===== src/rtl/kfcd_pkg.sv =====
// kfcd_pkg: shared types and constants of the keyed frame checksum decoder
// used by kfcd_front, kfcd_queue, kfcd_back and the top level
`timescale 1ns / 1ps

package kfcd_pkg;

  localparam logic [7:0] ASCII_ZERO = 8'd48;
  localparam logic [7:0] CHAR_P     = 8'h70;
  localparam logic [7:0] CHAR_NL    = 8'h0a;
  localparam logic [5:0] CHECK_MASK = 6'h3f;

  localparam logic [7:0] KEY0_RESET = 8'd57;
  localparam logic [7:0] KEY1_RESET = 8'd57;
  localparam logic [7:0] KEY2_RESET = 8'd98;

  localparam logic [1:0] REG_KEY0 = 2'd0;
  localparam logic [1:0] REG_KEY1 = 2'd1;
  localparam logic [1:0] REG_KEY2 = 2'd2;

  // reciprocal constants for exact decimal split of a 16-bit value
  localparam logic [16:0] RECIP_1000 = 17'd67109;
  localparam int          SHIFT_1000 = 26;
  localparam logic [16:0] RECIP_100  = 17'd41;
  localparam int          SHIFT_100  = 12;
  localparam logic [16:0] RECIP_10   = 17'd205;
  localparam int          SHIFT_10   = 11;
  localparam logic [15:0] DIV_1000   = 16'd1000;
  localparam logic [15:0] DIV_100    = 16'd100;
  localparam logic [15:0] DIV_10     = 16'd10;

  localparam int QUEUE_DEPTH = 4;

  typedef struct packed {
    logic        rep;
    logic [15:0] value;
    logic        has_byte;
    logic [7:0]  data_byte;
  } cmd_t;

endpackage


===== src/rtl/keyed_frame_checksum_decoder_top.sv =====
// keyed_frame_checksum_decoder_top: top level of the keyed frame checksum decoder
// depends on kfcd_pkg, kfcd_front, kfcd_queue and kfcd_back
//
// usage:
//   s_* stream carries received bytes (s_tdata = rx_byte). every accepted
//   transaction yields zero to six bytes on the m_* stream (m_tdata = tx_byte);
//   m_tlast marks the final byte caused by one input transaction.
//   key characters are set over the apb port at 0x0, 0x4, 0x8 (pready always high).
// echo path and throughput:
//   a plain echo passes the command queue and the output register before
//   it appears on m_tvalid; echoes sustain one transaction per cycle while
//   m_tready is high. a decoded-value report adds three digit steps
//   (reciprocal multiply, scale back, subtract) of the back end.
//   the command queue of QUEUE_DEPTH entries lets s_tready stay high while
//   the back end is busy or m_tready is low; s_tready drops only when full.
// reset:
//   rst is synchronous; it restores the default key and clears all control
//   state and the queue. no bytes are lost or repeated when the receiver stalls.
`timescale 1ns / 1ps

module keyed_frame_checksum_decoder_top #(
  parameter int QUEUE_DEPTH = kfcd_pkg::QUEUE_DEPTH
) (
  input  logic        clk,
  input  logic        rst,
  input  logic        psel,
  input  logic        penable,
  input  logic        pwrite,
  input  logic [3:0]  paddr,
  input  logic [31:0] pwdata,
  output logic [31:0] prdata,
  output logic        pready,
  input  logic        s_tvalid,
  output logic        s_tready,
  input  logic [7:0]  s_tdata,   // [7:0] rx_byte
  output logic        m_tvalid,
  input  logic        m_tready,
  output logic [7:0]  m_tdata,   // [7:0] tx_byte
  output logic        m_tlast
);

  logic           push, pop, full, empty;
  kfcd_pkg::cmd_t push_cmd, pop_cmd;

  kfcd_front u_front (
    .clk      (clk),
    .rst      (rst),
    .psel     (psel),
    .penable  (penable),
    .pwrite   (pwrite),
    .paddr    (paddr),
    .pwdata   (pwdata),
    .prdata   (prdata),
    .pready   (pready),
    .in_valid (s_tvalid),
    .in_ready (s_tready),
    .in_byte  (s_tdata),
    .push     (push),
    .push_cmd (push_cmd),
    .full     (full)
  );

  kfcd_queue #(
    .DEPTH (QUEUE_DEPTH)
  ) u_queue (
    .clk      (clk),
    .rst      (rst),
    .push     (push),
    .push_cmd (push_cmd),
    .full     (full),
    .pop      (pop),
    .pop_cmd  (pop_cmd),
    .empty    (empty)
  );

  kfcd_back u_back (
    .clk       (clk),
    .rst       (rst),
    .empty     (empty),
    .pop_cmd   (pop_cmd),
    .pop       (pop),
    .out_valid (m_tvalid),
    .out_ready (m_tready),
    .out_byte  (m_tdata),
    .out_last  (m_tlast)
  );

endmodule


===== src/rtl/kfcd_front.sv =====
// kfcd_front: key registers, byte classification, frame capture and check
// depends on kfcd_pkg; pushes one command per transaction that has output
`timescale 1ns / 1ps

module kfcd_front (
  input  logic               clk,
  input  logic               rst,
  input  logic               psel,
  input  logic               penable,
  input  logic               pwrite,
  input  logic [3:0]         paddr,
  input  logic [31:0]        pwdata,
  output logic [31:0]        prdata,
  output logic               pready,
  input  logic               in_valid,
  output logic               in_ready,
  input  logic [7:0]         in_byte,
  output logic               push,
  output kfcd_pkg::cmd_t     push_cmd,
  input  logic               full
);

  logic [7:0]  key0, key1, key2;
  logic [1:0]  match_count, match_count_next;
  logic        key_found, key_found_next;
  logic        frame_ready, frame_ready_next;
  logic [1:0]  newline_count, newline_count_next;
  logic [1:0]  capture_index, capture_index_next;
  logic [7:0]  frame_bytes [4];
  logic [15:0] decoded_value, decoded_value_next;
  logic        report_pending, report_pending_next;

  logic        accept, wr_frame, is_nl, check_ok;
  logic [1:0]  m_base, m_inc;
  logic [7:0]  want;
  logic [9:0]  sum;
  logic [7:0]  d0, d1, d2;
  logic [15:0] decoded;

  assign pready   = 1'b1;
  assign in_ready = !full;
  assign accept   = in_valid && in_ready;
  assign is_nl    = (in_byte == kfcd_pkg::CHAR_NL);

  // configuration registers
  always_ff @(posedge clk) begin
    if (rst) begin
      key0 <= kfcd_pkg::KEY0_RESET;
      key1 <= kfcd_pkg::KEY1_RESET;
      key2 <= kfcd_pkg::KEY2_RESET;
    end else if (psel && penable && pwrite && pready) begin
      case (paddr[3:2])
        kfcd_pkg::REG_KEY0: key0 <= pwdata[7:0];
        kfcd_pkg::REG_KEY1: key1 <= pwdata[7:0];
        kfcd_pkg::REG_KEY2: key2 <= pwdata[7:0];
        default: ;
      endcase
    end
  end

  always_comb begin
    case (paddr[3:2])
      kfcd_pkg::REG_KEY0: prdata = {24'd0, key0};
      kfcd_pkg::REG_KEY1: prdata = {24'd0, key1};
      kfcd_pkg::REG_KEY2: prdata = {24'd0, key2};
      default:            prdata = 32'd0;
    endcase
  end

  // frame check and digit decode
  assign sum      = 10'(frame_bytes[0]) + 10'(frame_bytes[1]) + 10'(frame_bytes[2]);
  assign check_ok = ({2'b00, sum[5:0] & kfcd_pkg::CHECK_MASK} + kfcd_pkg::ASCII_ZERO)
                    == frame_bytes[3];
  assign d0 = frame_bytes[0] - kfcd_pkg::ASCII_ZERO;
  assign d1 = frame_bytes[1] - kfcd_pkg::ASCII_ZERO;
  assign d2 = frame_bytes[2] - kfcd_pkg::ASCII_ZERO;
  assign decoded = {d0[3:0], 12'd0} + {{2{d1[7]}}, d1, 6'd0} + {{8{d2[7]}}, d2};

  assign m_base = (match_count > 2'd2) ? 2'd0 : match_count;
  assign want   = (m_base == 2'd0) ? key0 : (m_base == 2'd1) ? key1 : key2;
  assign m_inc  = (in_byte == want) ? m_base + 2'd1 : 2'd0;

  always_comb begin
    match_count_next    = match_count;
    key_found_next      = key_found;
    frame_ready_next    = frame_ready;
    newline_count_next  = newline_count;
    capture_index_next  = capture_index;
    decoded_value_next  = decoded_value;
    report_pending_next = 1'b0;
    wr_frame            = 1'b0;
    push_cmd.rep        = report_pending;
    push_cmd.value      = decoded_value;
    push_cmd.has_byte   = 1'b0;
    push_cmd.data_byte  = 8'd0;
    if (frame_ready) begin
      push_cmd.has_byte  = 1'b1;
      push_cmd.data_byte = kfcd_pkg::CHAR_P;
      if (check_ok) begin
        decoded_value_next  = decoded;
        capture_index_next  = 2'd0;
        report_pending_next = 1'b1;
      end
      key_found_next   = 1'b0;
      frame_ready_next = 1'b0;
    end else if (!key_found) begin
      push_cmd.has_byte  = 1'b1;
      push_cmd.data_byte = 8'(m_inc) + kfcd_pkg::ASCII_ZERO;
      if (m_inc == 2'd3) begin
        key_found_next   = 1'b1;
        match_count_next = 2'd0;
      end else begin
        match_count_next = m_inc;
      end
    end else begin
      if (is_nl && newline_count != 2'd3) begin
        newline_count_next = newline_count + 2'd1;
      end
      if (newline_count_next < 2'd2) begin
        push_cmd.has_byte  = 1'b1;
        push_cmd.data_byte = 8'(newline_count_next) + kfcd_pkg::ASCII_ZERO;
      end
      if (newline_count_next == 2'd2 && !is_nl) begin
        wr_frame           = 1'b1;
        push_cmd.has_byte  = 1'b1;
        push_cmd.data_byte = in_byte;
        if (capture_index == 2'd3) begin
          frame_ready_next   = 1'b1;
          newline_count_next = 2'd0;
          capture_index_next = 2'd0;
        end else begin
          capture_index_next = capture_index + 2'd1;
        end
      end
    end
  end

  assign push = accept && (push_cmd.rep || push_cmd.has_byte);

  always_ff @(posedge clk) begin
    if (rst) begin
      match_count    <= 2'd0;
      key_found      <= 1'b0;
      frame_ready    <= 1'b0;
      newline_count  <= 2'd0;
      capture_index  <= 2'd0;
      decoded_value  <= 16'd0;
      report_pending <= 1'b0;
    end else if (accept) begin
      match_count    <= match_count_next;
      key_found      <= key_found_next;
      frame_ready    <= frame_ready_next;
      newline_count  <= newline_count_next;
      capture_index  <= capture_index_next;
      decoded_value  <= decoded_value_next;
      report_pending <= report_pending_next;
    end
  end

  always_ff @(posedge clk) begin
    if (accept && wr_frame) begin
      frame_bytes[capture_index] <= in_byte;
    end
  end

endmodule


===== src/rtl/kfcd_queue.sv =====
// kfcd_queue: small command fifo between front and back
// depends on kfcd_pkg for the command type
`timescale 1ns / 1ps

module kfcd_queue #(
  parameter int DEPTH = kfcd_pkg::QUEUE_DEPTH
) (
  input  logic           clk,
  input  logic           rst,
  input  logic           push,
  input  kfcd_pkg::cmd_t push_cmd,
  output logic           full,
  input  logic           pop,
  output kfcd_pkg::cmd_t pop_cmd,
  output logic           empty
);

  localparam int PW = (DEPTH > 1) ? $clog2(DEPTH) : 1;
  localparam int CW = $clog2(DEPTH + 1);

  kfcd_pkg::cmd_t mem [DEPTH];
  logic [PW-1:0]  wr_ptr, rd_ptr;
  logic [CW-1:0]  count;

  assign full    = (count == CW'(DEPTH));
  assign empty   = (count == '0);
  assign pop_cmd = mem[rd_ptr];

  always_ff @(posedge clk) begin
    if (rst) begin
      wr_ptr <= '0;
      rd_ptr <= '0;
      count  <= '0;
    end else begin
      if (push) begin
        wr_ptr <= (wr_ptr == PW'(DEPTH - 1)) ? '0 : wr_ptr + PW'(1);
      end
      if (pop) begin
        rd_ptr <= (rd_ptr == PW'(DEPTH - 1)) ? '0 : rd_ptr + PW'(1);
      end
      if (push && !pop) begin
        count <= count + CW'(1);
      end else if (pop && !push) begin
        count <= count - CW'(1);
      end
    end
  end

  always_ff @(posedge clk) begin
    if (push) begin
      mem[wr_ptr] <= push_cmd;
    end
  end

  a_no_overflow: assert property (@(posedge clk) disable iff (rst) push |-> !full)
    else $error("push into full queue");
  a_no_underflow: assert property (@(posedge clk) disable iff (rst) pop |-> !empty)
    else $error("pop from empty queue");

endmodule


===== src/rtl/kfcd_back.sv =====
// kfcd_back: turns commands into transmit bytes, with decimal report sequencer
// depends on kfcd_pkg; drives the registered output stream
`timescale 1ns / 1ps

module kfcd_back (
  input  logic           clk,
  input  logic           rst,
  input  logic           empty,
  input  kfcd_pkg::cmd_t pop_cmd,
  output logic           pop,
  output logic           out_valid,
  input  logic           out_ready,
  output logic [7:0]     out_byte,
  output logic           out_last
);

  localparam logic [3:0] S_IDLE = 4'd0;
  localparam logic [3:0] S_NL   = 4'd1;
  localparam logic [3:0] S_Q1   = 4'd2;
  localparam logic [3:0] S_E1   = 4'd3;
  localparam logic [3:0] S_M2   = 4'd4;
  localparam logic [3:0] S_Q2   = 4'd5;
  localparam logic [3:0] S_E2   = 4'd6;
  localparam logic [3:0] S_M3   = 4'd7;
  localparam logic [3:0] S_Q3   = 4'd8;
  localparam logic [3:0] S_E3   = 4'd9;
  localparam logic [3:0] S_E4   = 4'd10;
  localparam logic [3:0] S_BYTE = 4'd11;

  logic [3:0]  state;
  logic [15:0] value;
  logic        has_byte;
  logic [7:0]  data_byte;
  logic [32:0] prod;
  logic [6:0]  qreg;
  logic [15:0] qd;
  logic [9:0]  rem;

  logic        can_emit, emit, emit_last;
  logic [7:0]  emit_byte;
  logic [6:0]  q1;
  logic [3:0]  q2, q3;

  assign can_emit = !out_valid || out_ready;
  assign q1 = prod[kfcd_pkg::SHIFT_1000 +: 7];
  assign q2 = prod[kfcd_pkg::SHIFT_100 +: 4];
  assign q3 = prod[kfcd_pkg::SHIFT_10 +: 4];
  assign pop = (state == S_IDLE) && !empty && (pop_cmd.rep || can_emit);

  always_comb begin
    emit      = 1'b0;
    emit_last = 1'b0;
    emit_byte = 8'd0;
    case (state)
      S_IDLE: begin
        if (pop && !pop_cmd.rep) begin
          emit      = 1'b1;
          emit_last = 1'b1;
          emit_byte = pop_cmd.data_byte;
        end
      end
      S_NL: begin
        emit      = can_emit;
        emit_byte = kfcd_pkg::CHAR_NL;
      end
      S_E1, S_E2, S_E3: begin
        emit      = can_emit;
        emit_byte = 8'(qreg) + kfcd_pkg::ASCII_ZERO;
      end
      S_E4: begin
        emit      = can_emit;
        emit_last = !has_byte;
        emit_byte = 8'(rem) + kfcd_pkg::ASCII_ZERO;
      end
      S_BYTE: begin
        emit      = can_emit;
        emit_last = 1'b1;
        emit_byte = data_byte;
      end
      default: ;
    endcase
  end

  always_ff @(posedge clk) begin
    if (rst) begin
      state <= S_IDLE;
    end else begin
      case (state)
        S_IDLE: if (pop && pop_cmd.rep) state <= S_NL;
        S_NL:   if (can_emit) state <= S_Q1;
        S_Q1:   state <= S_E1;
        S_E1:   if (can_emit) state <= S_M2;
        S_M2:   state <= S_Q2;
        S_Q2:   state <= S_E2;
        S_E2:   if (can_emit) state <= S_M3;
        S_M3:   state <= S_Q3;
        S_Q3:   state <= S_E3;
        S_E3:   if (can_emit) state <= S_E4;
        S_E4:   if (can_emit) state <= has_byte ? S_BYTE : S_IDLE;
        S_BYTE: if (can_emit) state <= S_IDLE;
        default: state <= S_IDLE;
      endcase
    end
  end

  // report datapath
  always_ff @(posedge clk) begin
    case (state)
      S_IDLE: begin
        if (pop) begin
          value     <= pop_cmd.value;
          has_byte  <= pop_cmd.has_byte;
          data_byte <= pop_cmd.data_byte;
        end
      end
      S_NL: prod <= 33'(value) * 33'(kfcd_pkg::RECIP_1000);
      S_Q1: begin
        qreg <= q1;
        qd   <= 16'(16'(q1) * kfcd_pkg::DIV_1000);
      end
      S_E1: if (can_emit) rem <= 10'(value - qd);
      S_M2: prod <= 33'(rem) * 33'(kfcd_pkg::RECIP_100);
      S_Q2: begin
        qreg <= 7'(q2);
        qd   <= 16'(16'(q2) * kfcd_pkg::DIV_100);
      end
      S_E2: if (can_emit) rem <= rem - 10'(qd);
      S_M3: prod <= 33'(rem) * 33'(kfcd_pkg::RECIP_10);
      S_Q3: begin
        qreg <= 7'(q3);
        qd   <= 16'(16'(q3) * kfcd_pkg::DIV_10);
      end
      S_E3: if (can_emit) rem <= rem - 10'(qd);
      default: ;
    endcase
  end

  // output register
  always_ff @(posedge clk) begin
    if (rst) begin
      out_valid <= 1'b0;
    end else if (emit) begin
      out_valid <= 1'b1;
    end else if (out_ready) begin
      out_valid <= 1'b0;
    end
  end

  always_ff @(posedge clk) begin
    if (emit) begin
      out_byte <= emit_byte;
      out_last <= emit_last;
    end
  end

  a_run_continues: assert property (@(posedge clk) disable iff (rst)
    (out_valid && !out_last) |-> (state != S_IDLE))
    else $error("non-final byte with no run in progress");
  a_thousands_range: assert property (@(posedge clk) disable iff (rst)
    (state == S_E1) |-> (qreg <= 7'd65))
    else $error("thousands digit out of range");

endmodule

===== config.mk =====
export PLATFORM = sky130hd
export DESIGN_NAME = keyed_frame_checksum_decoder_top
export DESIGN_NICKNAME = d
export VERILOG_FILES = /design/src/rtl/kfcd_pkg.sv /design/src/rtl/keyed_frame_checksum_decoder_top.sv /design/src/rtl/kfcd_front.sv /design/src/rtl/kfcd_queue.sv /design/src/rtl/kfcd_back.sv
export SDC_FILE = /design/constraint.sdc
export NUM_CORES = 1
export LEC_CHECK = 0
export BUFFER_PORTS_ARGS = -buffer_cell sky130_fd_sc_hd__buf_2
export CORE_MARGIN = 4
export CORE_UTILIZATION = 57
export DETAILED_ROUTE_END_ITERATION = 7
export PLACE_DENSITY = 0.88
export SLEW_MARGIN = 20
export SYNTH_ARGS = -nofsm -noshare
export SYNTH_HDL_FRONTEND = slang
export SYNTH_SLANG_ARGS = --single-unit

===== constraint.sdc =====
create_clock -name clk -period 4.84 [get_ports clk]
set_clock_uncertainty 0.15 [all_clocks]
set_input_delay 0.968 -clock clk [delete_from_list [all_inputs] [get_ports clk]]
set_output_delay 0.968 -clock clk [all_outputs]
set_load 0.03 [all_outputs]

==> impl_metrics.yaml <==
status:
  status: "finished, violations left"
  violations: "DRC, setup timing"
critical_path:
  path_class: "reg2reg"
  cpPeakStageDelay_ns: 0.56
  crit_fanout: 4
  cp_num_buf_inv: 3
  critPathTopFamily: "adder cells"
  crit_required_ns: 4.93
  cp_common_cell: "fa_1"
  crit_path_cell_trace: "buf_6 > ha_1 > inv_1 > fa_1 > inv_1 > fa_1 > fa_1 > ha_4 > ha_4 > nand4_1 > nor3_2 > nand4_1 > a211o_1 > a211oi_2 > nor4_1"
  critPathCaptureType: "register"
  critPathLaunchType: "register"
  crit_arrival_ns: 5.02
  cp_slowest_cell: "fa_1"
placed_design:
  portBuffers: 43
  dp.cells: 2022
  place_hpwl_um: 28900
  globalplace.congestion: 0.934
  dp_slack_ns: -0.147
drt:
  drt-initial-drc-count: 963
  drt_pass1_iterations: 8
  wire_per_inst_um: 19.2
  drcViolationCount: 1
  viasPerCell: 6.01
  via_count: 12500
  routed_wl_um: 40000
  ant_nets: 0
clocking:
  clk_pin_slew_ns: 0.07
  cts_buffers: 27
  postCtsHoldBufs: 0
  clkLatencyLatePin_ns: 0.54
  cts.sinks: 269
  clockBufferDepth: 3
  cts_max_level: 1
  root_buffer: "clkbuf_16"
  cts_tree: "built"
cells_and_area:
  final_common_cell: "ha_1"
  diodes: 0
  layout_common_cells: "ha_1, edfxtp_1, inv_1, nand2_1, fa_1"
  fin_nets: 2049
  layout-drive-gt1-share_pct: 14.1
  instances_no_fill: 2079
  utilization_pct: 64.3
  area_delta_synth_final_pct: 10.8
floorplan:
  initial_core_util_pct: 58.0
  row_count: 65
  die_x_um: 187
  io_pins: 95
  die_y_um: 187
  dieArea_um2: 35100
  coreArea_um2: 31600
sta:
  rsz0062_at_grt: "yes"
  hold_viol: 0
  finalCritPeriodShare_pct: 102
  drv_slew: 0
  relSlewSlack_pct: 29.1
  setup_viol_count_final: 3
  period_needed_ns: 4.93
  max_freq_ghz: 0.203
  timing.final.ws_setup_ns: -0.0945
  worstMarginPinSlew_ns: 1.06
synthesis:
  ys_seq_area_share_pct: 40.6
  synth_area_leaders: "edfxtp_1, ha_1, fa_1"
  synth_area_per_cell_um2: 11.7
  synthArstFlopShare_pct: 0
  synth_cell_type_count: 86
  ys_seq_elements: 269
  yosysTopAreaCell: "edfxtp_1"
  syn_inst: 1567
  synth_edf_count: 206
  ys_warn_count: 0
  yosys.area.top_type_share_pct: 33.7
  ys_dominant_reg_cell: "edfxtp_1"
  syn-cell-area_um2: 18300
worst_hold_path:
  hold_path_class: "reg2reg"
grt:
  gr-total-overflow: 0
  grt_pass1_vias: 13000
  antenna_found_initial: 0
  grtUsageTotal_pct: 21.9
  grt_pass1_wl_um: 63800
  grt_start_max_net_pins: 51
run:
  max_cap_viol_count: 0
## worst min-delay path, stage by stage (launching register included)
cell	delay, ns
dfxtp_1	0.32
nand2_1	0.06
a21oi_1	0.05
## per-layer routing
layer / GRT usage (%) / wire length (um)
met3: 3.56 / 2570
met1: 26.7 / 15500
met4: 7.37 / 1550
met5: 0 / 0
met2: 39.6 / 20400
## flip-flops by register name, summed over array words and instances, names as in the netlist, 3 cells and up, named ones only
register               flops
u_back.qreg                7
u_front.key2               8
u_front.key1               8
u_back.state               4
u_queue.count              3
u_back.data_byte           8
u_back.prod               12
u_back.rem                10
u_queue.mem              104
u_front.frame_bytes       30
u_back.out_byte            8
u_back.value              16
u_front.decoded_value     16
u_back.qd                  9
u_front.key0               8
## Yosys cell counts, drive strengths merged, types with 29 or more instances
library cell and n:
ha 267, edfxtp 206, inv 177, nand2 105
fa 75, nor2 74, dfxtp 63, a21oi 61
mux2i 58, o21ai 50, xnor2 47, buf 43
nand3 39, nor3 29
## final timing paths
path / startpoint / end / slack, ns / cells past startpoint
max: u_back.value[11] / u_back.prod[30] / -0.09 / 15
min: u_front.key1[6] / u_front.key1[6] / 0.33 / 2
max reg2reg: u_back.value[11] / u_back.prod[30] / -0.09 / 15
min reg2reg: u_front.key1[6] / u_front.key1[6] / 0.33 / 2
## what timing repair did
action	4_1_cts	5_1_grt
hold endpoints to repair	0	0
pin swaps	11	38
setup endpoints to repair	9	11
buffers inserted	3	4
gates resized for setup	12	38
## layout make-up
type | count | area [um^2]
Sequential cell | 269 | 7450
Multi-Input combinational cell | 1079 | 10200
Inverter | 177 | 667
Fill cell | 2157 | 11300
Tap cell | 402 | 503
Timing Repair Buffer | 102 | 662
Clock inverter | 11 | 60.1
Clock buffer | 39 | 741
## metrics by stage
| step | setup TNS, ns | area, um^2 | hold WS (ns) |
|---|---|---|---|
| after floorplan | 0 | 18400 | 0.299 |
| after global placement | -0.0491 | 19200 | 0.306 |
| after detailed placement | -0.766 | 19200 | 0.320 |
| after CTS | 0 | 20100 | 0.328 |
| after global routing | -0.922 | 20300 | 0.363 |
| final | -0.133 | 20300 | 0.330 |
## logic make-up after synthesis
kind of cell    count (synthesis)  share of synthesized area [%]
compound gates                226                           8.39
other cells                     2                         0.0409
mux                            89                           6.66
flops                         269                           40.6
fa+ha+maj                     342                           26.4
simple gates                  327                           8.74
buf+inv                       242                           5.75
xor+xnor                       70                           3.42
Power is left out: the tool's default activity adds up to more than one toggle a clock period on the data nets, which glitch-free logic cannot reach.
